[config.mk]
export PLATFORM = sky130hd
export DESIGN_NAME = bar_level_smooth_peak_hold
export DESIGN_NICKNAME = d
export VERILOG_FILES = /design/src/rtl/blsph_pkg.sv /design/src/rtl/blsph_bar_store.sv /design/src/rtl/blsph_track_update.sv /design/src/rtl/blsph_peak_scale.sv /design/src/rtl/bar_level_smooth_peak_hold.sv
export SDC_FILE = /design/constraint.sdc
export NUM_CORES = 2
export LEC_CHECK = 0
export ABC_AREA = 1
export ABC_CLOCK_PERIOD_IN_PS = 14150
export BUFFER_PORTS_ARGS = -buffer_cell sky130_fd_sc_hd__buf_4
export CORE_ASPECT_RATIO = 1.4
export CORE_MARGIN = 1
export CORE_UTILIZATION = 35
export CTS_BUF_LIST = sky130_fd_sc_hd__clkbuf_4 sky130_fd_sc_hd__clkbuf_8 sky130_fd_sc_hd__clkbuf_16
export DETAILED_ROUTE_END_ITERATION = 16
export PLACE_DENSITY = 0.45
export SLEW_MARGIN = 40
export SYNTH_ARGS = -nofsm -noshare
export SYNTH_HDL_FRONTEND = slang
export SYNTH_HIERARCHICAL = 1
export SYNTH_SLANG_ARGS = --single-unit
[constraint.sdc]
create_clock -name clock -period 14.15 [get_ports clock]
set_input_delay 0.7075 -clock clock [delete_from_list [all_inputs] [get_ports clock]]
set_output_delay 0.7075 -clock clock [all_outputs]
set_load 0.02 [all_outputs]
[src/rtl/blsph_pkg.sv]
// Package for the bar level smoother with peak hold.
// Holds field widths, register codes, reset values and the per-bar state record.
// No dependencies.
package blsph_pkg;

   localparam int BAR_W      = 4;
   localparam int LEVEL_W    = 16;
   localparam int HEIGHT_W   = 6;
   localparam int ROWS_W     = 8;
   localparam int Q16_W      = 17;
   localparam int CSR_IDX_W  = 2;
   localparam int CSR_DATA_W = 16;

   localparam int NUM_BARS_DEFAULT     = 16;
   localparam int GRAPH_HEIGHT_DEFAULT = 44;

   localparam logic [LEVEL_W-1:0] FULL_Q14 = 16'd16384;
   localparam logic [Q16_W-1:0]   ONE_Q16  = 17'd65536;

   localparam logic                  TRACK_RESET      = 1'b1;
   localparam logic [LEVEL_W-1:0]    DECAY_STEP_RESET = 16'd328;

   localparam logic [CSR_IDX_W-1:0] CSR_TRACK_ENABLE = 2'd0;
   localparam logic [CSR_IDX_W-1:0] CSR_DECAY_STEP   = 2'd1;

   typedef struct packed {
      logic [LEVEL_W-1:0] smoothed;
      logic [Q16_W-1:0]   peak;
      logic [Q16_W-1:0]   decay;
   } bar_state_type;

endpackage

[src/rtl/blsph_bar_store.sv]
// Per-bar state store: smoothed level, held peak and decay accumulator.
// One read port and one write port, cleared at reset. Uses blsph_pkg.
module blsph_bar_store #(
   parameter int DEPTH = 16,
   parameter int IDX_W = 4
) (
   input  logic                    clock,
   input  logic                    reset,
   input  logic [IDX_W-1:0]        rd_idx,
   output blsph_pkg::bar_state_type rd_entry,
   input  logic                    wr_en,
   input  logic [IDX_W-1:0]        wr_idx,
   input  blsph_pkg::bar_state_type wr_entry
);
   import blsph_pkg::*;

   bar_state_type store_ff [DEPTH];

   assign rd_entry = store_ff[rd_idx];

   always_ff @(posedge clock) begin
      if (reset) begin
         for (int i = 0; i < DEPTH; i++) begin
            store_ff[i] <= '0;
         end
      end else if (wr_en) begin
         store_ff[wr_idx] <= wr_entry;
      end
   end

endmodule

[src/rtl/blsph_track_update.sv]
// Smoothing, height scaling and peak/decay update for one bar.
// Purely combinational; uses blsph_pkg.
module blsph_track_update #(
   parameter int GRAPH_HEIGHT = 44
) (
   input  logic                           track,
   input  logic [blsph_pkg::LEVEL_W-1:0]  level,
   input  logic [blsph_pkg::LEVEL_W-1:0]  decay_step,
   input  blsph_pkg::bar_state_type       entry,
   output logic [blsph_pkg::ROWS_W-1:0]   height,
   output logic [blsph_pkg::Q16_W-1:0]    peak,
   output blsph_pkg::bar_state_type       next_entry
);
   import blsph_pkg::*;

   localparam logic [ROWS_W-1:0] GH8 = ROWS_W'(GRAPH_HEIGHT);

   typedef logic [255:0][Q16_W-1:0] nh_tab_type;

   // height in rows back to Q1.16, rounded up
   function automatic nh_tab_type nh_tab_f();
      nh_tab_type t;
      for (int h = 0; h < 256; h++) begin
         t[h] = Q16_W'(((h * 65536) + GRAPH_HEIGHT - 1) / GRAPH_HEIGHT);
      end
      return t;
   endfunction

   localparam nh_tab_type NH_TAB = nh_tab_f();

   logic [17:0]         sum3;
   logic [17:0]         sum_all;
   logic [LEVEL_W-1:0]  smoothed;
   logic [LEVEL_W-1:0]  v_sel;
   logic [14:0]         v_clamp;
   logic [22:0]         rows_prod;
   logic [Q16_W-1:0]    nh;
   logic [17:0]         d_sum;
   logic [Q16_W-1:0]    d_sat;
   logic [33:0]         sq_full;
   logic [Q16_W-1:0]    sq;
   logic [17:0]         nh_plus_sq;
   logic [Q16_W-1:0]    peak_fall;
   logic                beaten;

   always_comb begin
      sum3     = 18'({entry.smoothed, 1'b0}) + 18'(entry.smoothed);
      sum_all  = sum3 + 18'(level);
      smoothed = sum_all[17:2];

      v_sel   = track ? smoothed : level;
      v_clamp = (v_sel > FULL_Q14) ? FULL_Q14[14:0] : v_sel[14:0];
      rows_prod = 23'(v_clamp) * 23'(GH8);
      height    = rows_prod[21:14];

      nh = NH_TAB[height];

      // grow the decay, saturate at 1.0, square it
      d_sum   = 18'(entry.decay) + 18'(decay_step);
      d_sat   = (d_sum > 18'(ONE_Q16)) ? ONE_Q16 : d_sum[Q16_W-1:0];
      sq_full = 34'(d_sat) * 34'(d_sat);
      sq      = sq_full[32:16];

      nh_plus_sq = 18'(nh) + 18'(sq);
      peak_fall  = (18'(entry.peak) > nh_plus_sq) ? (entry.peak - sq) : nh;

      beaten = nh > entry.peak;
      peak   = beaten ? nh : peak_fall;

      next_entry.smoothed = smoothed;
      next_entry.peak     = peak;
      next_entry.decay    = beaten ? '0 : d_sat;
   end

endmodule

[src/rtl/blsph_peak_scale.sv]
// Scales the held Q1.16 peak to pixel rows and derives the visibility flag.
// Purely combinational; uses blsph_pkg.
module blsph_peak_scale #(
   parameter int GRAPH_HEIGHT = 44
) (
   input  logic                           track,
   input  logic [blsph_pkg::Q16_W-1:0]    peak,
   output logic [blsph_pkg::HEIGHT_W-1:0] peak_height,
   output logic                           peak_shown
);
   import blsph_pkg::*;

   localparam logic [ROWS_W-1:0] GH8 = ROWS_W'(GRAPH_HEIGHT);

   logic [24:0] prod;

   always_comb begin
      prod        = 25'(peak) * 25'(GH8);
      peak_height = track ? prod[16 +: HEIGHT_W] : '0;
      peak_shown  = track && (peak != '0);
   end

endmodule

[src/rtl/bar_level_smooth_peak_hold.sv]
// Bar level smoother with decaying peak hold.
// A request passes through input, mid and output registers before its response appears.
// Throughput: one request per cycle while rsp_ready does not stall the pipeline, set by
// the read-modify-write of the per-bar state in the stage after input.
// Reset: pipeline emptied, all bar state cleared at once, registers to defaults.
module bar_level_smooth_peak_hold #(
   parameter int NUM_BARS     = blsph_pkg::NUM_BARS_DEFAULT,
   parameter int GRAPH_HEIGHT = blsph_pkg::GRAPH_HEIGHT_DEFAULT
) (
   input  logic                             clock,
   input  logic                             reset,
   // request channel
   input  logic                             req_valid,
   output logic                             req_ready,
   input  logic [blsph_pkg::BAR_W-1:0]      req_bar,
   input  logic [blsph_pkg::LEVEL_W-1:0]    req_level,
   // response channel
   output logic                             rsp_valid,
   input  logic                             rsp_ready,
   output logic [blsph_pkg::BAR_W-1:0]      rsp_bar_out,
   output logic [blsph_pkg::HEIGHT_W-1:0]   rsp_bar_height,
   output logic [blsph_pkg::HEIGHT_W-1:0]   rsp_peak_height,
   output logic                             rsp_peak_shown,
   // configuration write channel
   input  logic                             csr_valid,
   output logic                             csr_ready,
   input  logic [blsph_pkg::CSR_IDX_W-1:0]  csr_index,
   input  logic [blsph_pkg::CSR_DATA_W-1:0] csr_data
);
   import blsph_pkg::*;

   // only the bars an index can reach get storage
   localparam int STORE_DEPTH = (NUM_BARS < (1 << BAR_W)) ? NUM_BARS : (1 << BAR_W);
   localparam int IDX_W       = (STORE_DEPTH > 1) ? $clog2(STORE_DEPTH) : 1;

   // configuration registers
   logic                track_en_ff;
   logic [LEVEL_W-1:0]  decay_step_ff;

   // input stage
   logic                in_valid_ff;
   logic [BAR_W-1:0]    in_bar_ff;
   logic [LEVEL_W-1:0]  in_level_ff;

   // mid stage
   logic                mid_valid_ff;
   logic [BAR_W-1:0]    mid_bar_ff;
   logic [ROWS_W-1:0]   mid_height_ff;
   logic [Q16_W-1:0]    mid_peak_ff;
   logic                mid_track_ff;

   // output stage
   logic                rsp_valid_ff;
   logic [BAR_W-1:0]    rsp_bar_ff;
   logic [HEIGHT_W-1:0] rsp_height_ff;
   logic [HEIGHT_W-1:0] rsp_peak_ff;
   logic                rsp_shown_ff;

   logic                out_en;
   logic                mid_en;
   logic                in_en;
   logic                in_track;
   logic [IDX_W-1:0]    in_idx;
   bar_state_type       rd_entry;
   bar_state_type       next_entry;
   logic [ROWS_W-1:0]   height;
   logic [Q16_W-1:0]    peak;
   logic [HEIGHT_W-1:0] peak_height;
   logic                peak_shown;

   // Advance each stage when the one after it has room or is moving on.
   assign out_en    = !rsp_valid_ff || rsp_ready;
   assign mid_en    = !mid_valid_ff || out_en;
   assign in_en     = !in_valid_ff || mid_en;
   assign req_ready = in_en;
   assign csr_ready = 1'b1;

   // Configuration writes; unknown indexes are dropped.
   always_ff @(posedge clock) begin
      if (reset) begin
         track_en_ff   <= TRACK_RESET;
         decay_step_ff <= DECAY_STEP_RESET;
      end else if (csr_valid) begin
         unique case (csr_index)
            CSR_TRACK_ENABLE: track_en_ff   <= csr_data[0];
            CSR_DECAY_STEP:   decay_step_ff <= csr_data[LEVEL_W-1:0];
            default: ;
         endcase
      end
   end

   // Capture the request.
   always_ff @(posedge clock) begin
      if (reset) begin
         in_valid_ff <= 1'b0;
      end else if (in_en) begin
         in_valid_ff <= req_valid;
      end
   end

   always_ff @(posedge clock) begin
      if (in_en && req_valid) begin
         in_bar_ff   <= req_bar;
         in_level_ff <= req_level;
      end
   end

   // A bar beyond the store, or tracking off, passes the raw level through and
   // leaves the state untouched.
   assign in_track = track_en_ff && (32'(in_bar_ff) < 32'(NUM_BARS));
   assign in_idx   = in_bar_ff[IDX_W-1:0];

   blsph_bar_store #(
      .DEPTH (STORE_DEPTH),
      .IDX_W (IDX_W)
   ) u_store (
      .clock    (clock),
      .reset    (reset),
      .rd_idx   (in_idx),
      .rd_entry (rd_entry),
      .wr_en    (in_valid_ff && mid_en && in_track),
      .wr_idx   (in_idx),
      .wr_entry (next_entry)
   );

   // Read-modify-write of the bar: the entry is written as the request leaves the input stage,
   // so the next request for the same bar reads the updated entry without any forwarding.
   blsph_track_update #(
      .GRAPH_HEIGHT (GRAPH_HEIGHT)
   ) u_update (
      .track      (in_track),
      .level      (in_level_ff),
      .decay_step (decay_step_ff),
      .entry      (rd_entry),
      .height     (height),
      .peak       (peak),
      .next_entry (next_entry)
   );

   // Hold the bar height and the new peak for the scaling stage.
   always_ff @(posedge clock) begin
      if (reset) begin
         mid_valid_ff <= 1'b0;
      end else if (mid_en) begin
         mid_valid_ff <= in_valid_ff;
      end
   end

   always_ff @(posedge clock) begin
      if (mid_en && in_valid_ff) begin
         mid_bar_ff    <= in_bar_ff;
         mid_height_ff <= height;
         mid_peak_ff   <= peak;
         mid_track_ff  <= in_track;
      end
   end

   blsph_peak_scale #(
      .GRAPH_HEIGHT (GRAPH_HEIGHT)
   ) u_scale (
      .track       (mid_track_ff),
      .peak        (mid_peak_ff),
      .peak_height (peak_height),
      .peak_shown  (peak_shown)
   );

   // Output register; holds the response while the consumer stalls.
   always_ff @(posedge clock) begin
      if (reset) begin
         rsp_valid_ff <= 1'b0;
      end else if (out_en) begin
         rsp_valid_ff <= mid_valid_ff;
      end
   end

   always_ff @(posedge clock) begin
      if (out_en && mid_valid_ff) begin
         rsp_bar_ff    <= mid_bar_ff;
         rsp_height_ff <= mid_height_ff[HEIGHT_W-1:0];
         rsp_peak_ff   <= peak_height;
         rsp_shown_ff  <= peak_shown;
      end
   end

   assign rsp_valid       = rsp_valid_ff;
   assign rsp_bar_out     = rsp_bar_ff;
   assign rsp_bar_height  = rsp_height_ff;
   assign rsp_peak_height = rsp_peak_ff;
   assign rsp_peak_shown  = rsp_shown_ff;

`ifndef SYNTHESIS
   // The held peak never rises above full scale.
   a_peak_bounded: assert property (@(posedge clock) disable iff (reset)
      mid_valid_ff |-> (mid_peak_ff <= ONE_Q16))
      else $error("held peak above full scale");

   // The stored decay accumulator never exceeds 1.0.
   a_decay_bounded: assert property (@(posedge clock) disable iff (reset)
      in_valid_ff |-> (rd_entry.decay <= ONE_Q16))
      else $error("decay accumulator above full scale");

   // A hidden peak draws no rows.
   a_hidden_peak: assert property (@(posedge clock) disable iff (reset)
      (rsp_valid_ff && !rsp_shown_ff) |-> (rsp_peak_ff == '0))
      else $error("peak rows drawn while peak hidden");

   // Reset leaves no response pending.
   a_reset_empty: assert property (@(posedge clock)
      reset |=> (!rsp_valid_ff && !mid_valid_ff && !in_valid_ff))
      else $error("pipeline not empty after reset");
`endif

endmodule

==> summary.md <==
| Metric | Value |
|---|---|
| Outcome | `finished, final reports clean` |
| Crit path kind | `reg2reg` |
| Syn Std Cell Area | `between 50000 and 60000 µm²` |
| Full die area | `between 150000 and 200000 µm²` |
| Drt first-iter violations | `3600` |
| Hold Crit Depth | `1` |
| Antenna violations before repair | `3` |
| CTS Sinks | `885` |
| Reg2Reg Setup Slack | `0.73 ns` |
| Worst hold slack | `around 0.15 ns` |
| Placer Congestion | `0.910` |
| Min-Delay Endpoint | `in_level_ff[2]` |
| Syn avg cell area | `8.33 µm²` |
| I/O Pins | `63` |
| DRC Markers | `0` |
| Final hold vios | `0` |
| R2R cell count | `64` |
| CP Capture Type | `register` |
| Max stage delay on crit path | `0.62 ns` |
| Number of max-cap violations | `0` |
| Pin count of the biggest net entering global routing | `157` |
| Crit-path max FO | `17` |
| Vias per cell | `about 5.0` |
| Startpoint Class | `register` |
| Hpwl dp | `129 mm` |
| Global-route wire length before repair | `about 300 mm` |
| WL/cell | `22.2 µm` |
| Cells after synthesis | `7048` |
| Placed insts | `9185` |
| Vias | `about 47k` |
| Final antenna-violating net count | `0` |
| GRT Total Usage | `24.1%` |
| Slowest CP cell | `fa_1` |
| Fin crit period | `13.42 ns` |
| Most used cell, CP | `nand2_1` |
| Fmax | `74.5 MHz` |
| Num CTS Buffers | `just under 100` |
| Final setup fails | `0` |
| CTS tree | `yes` |
| Reg2reg end | `u_store/store_ff[3][28]` |
| Buffers added on ports | `61` |
| Die span in y | `approximately 490 µm` |
| CTS root buffer | `clkbuf_16` |
| Worst slew pin tran | `a little under 0.9 ns` |
| Slew HR | `40.9%` |
| Worst-path clk slew | `around 0.07 ns` |
| Synth Warn # | `6` |
| Number of global-route vias before repair | `about 47k` |
| HP Start | `req_level[2]` |
| Final wirelength | `208 mm` |
| Hold WC Path Type | `in2reg` |
| Layout area overhead | `12.3%` |
| Die W | `348 µm` |
| Worst Path Required | `14.58 ns` |
| Clk buf depth | `3` |
| Initial Utilization | `35.3%` |
| R2r startpoint | `in_bar_ff[0]` |
| H-tree levels | `3` |
| Drt pass-1 iters | `5` |
| Fin nets | `between 7k and 8k` |
| Fraction of layout cells with a size suffix above 1 | `8.55%` |
| Pins Over Slew Limit | `0` |
| Core outline area | `about 170000 µm²` |
| Row cnt | `177` |
| Clock Latency Late Sink | `0.73 ns` |
| Period utilization | `94.8%` |
| Non-filler instance count after layout | `9395` |
| Clock skew | `just under 0.03 ns` |
| Overflow after GRT | `0` |
| Arrival @ worst endpoint | `13.85 ns` |
==> stage by stage <==
stage / cell area [µm²] / setup slack, ns / TNS [ns] / util (%)
3_5_place_dp: 62000 / -0.0441 / -0.424 / 37.3
6_report: 66000 / 0.729 / 0 / 39.7
4_1_cts: 65200 / 0.0774 / 0 / 39.2
2_1_floorplan: 58800 / 1.30 / 0 / -
5_1_grt: 66000 / -0.0608 / -2.50 / 39.7
3_3_place_gp: 61900 / 0.152 / 0 / 37.2
==> worst max-delay path, delay by kind of cell, from the launching register on <==
family          cells  cell delay [ns]
compound gates     12             2.27
flops               1             0.51
fa+ha+maj          12             5.15
buf+inv            13             1.71
simple gates       24             2.79
xor+xnor            3             0.63
==> sequential cells by signal (all words and copies together), names as in the netlist, 4 cells and up <==
signal            flops
u_store/store_ff    800
mid_peak_ff          17
decay_step_ff        16
in_level_ff          16
mid_height_ff         6
rsp_bar_height        6
rsp_peak_height       6
in_bar_ff             4
mid_bar_ff            4
rsp_bar_out           4
==> repair_timing <==
| item | in CTS | in global routing |
|---|---|---|
| gates resized for setup | 1 | 62 |
| pin swaps | 0 | 3 |
| cloned | 0 | 14 |
| hold buffers | 0 | 0 |
| setup endpoints to repair | 66 | 289 |
| buffers inserted | 0 | 15 |
==> area by class of cell <==
type / instances / area, µm²
well taps: 2237 / 2800
clock inverters: 51 / 475
diodes: 4 / 10.0
repair buffers: 267 / 2490
repair inverters: 3 / 28.8
flip-flops and latches: 885 / 26400
fillers: 17000 / 100000
clock buffers: 124 / 2680
inverters: 1231 / 4710
multi-input cells: 4593 / 26400
==> metal layers <==
layer / part of all wire, % / wire (µm) / vias up / GRT usage [%]
li1: - / - / 22200 / -
met1: 41 / 85000 / 22900 / 29.4
met2: 51 / 105000 / 1218 / 43.0
met3: 3.8 / 7970 / 353 / 1.84
met4: 4.7 / 9870 / 0 / 10.8
met5: 0 / 0 / - / 0
==> cell usage in the layout, fill, tap and decap left out, types with 7 or more instances in the layout <==
cell type and n:
xnor2_1 23, a21o_1 12, nor2_1 1046, nand2_1 1614
buf_16 7, o21ai_0 46, fa_1 231, clkbuf_16 110
a21oi_2 7, buf_12 8, dfxtp_1 19, conb_1 24
nand2_2 23, nor4_1 10, nand2_4 49, o21bai_1 16
buf_4 226, nand3_1 871, inv_6 10, nand3_2 23
clkinvlp_4 11, and2_1 7, buf_6 14, o21ai_1 14
xor2_1 44, inv_2 13, bufinv_16 9, nor2_2 12
clkinv_1 20, inv_1 1202, nor3_1 22, clkbuf_4 24
clkinv_2 13, o21a_1 12, nand4_1 17, a21oi_1 138
ha_1 267, edfxtp_1 865
==> worst max-delay path by stage <==
stage	slack (ns)	startpoint	end	depth (start not counted)
floorplan	1.30	in_bar_ff[0]	u_store/store_ff[10][19]	67
global placement	0.15	in_bar_ff[0]	u_store/store_ff[8][17]	66
detailed placement	-0.04	in_bar_ff[0]	u_store/store_ff[7][17]	63
CTS	0.08	in_bar_ff[0]	u_store/store_ff[7][17]	61
global route	-0.06	in_bar_ff[0]	u_store/store_ff[10][28]	68
finish	0.73	in_bar_ff[0]	u_store/store_ff[3][28]	64
Power is left out: the tool's default activity adds up to more than one toggle a clock period on the data nets, which glitch-free logic cannot reach.
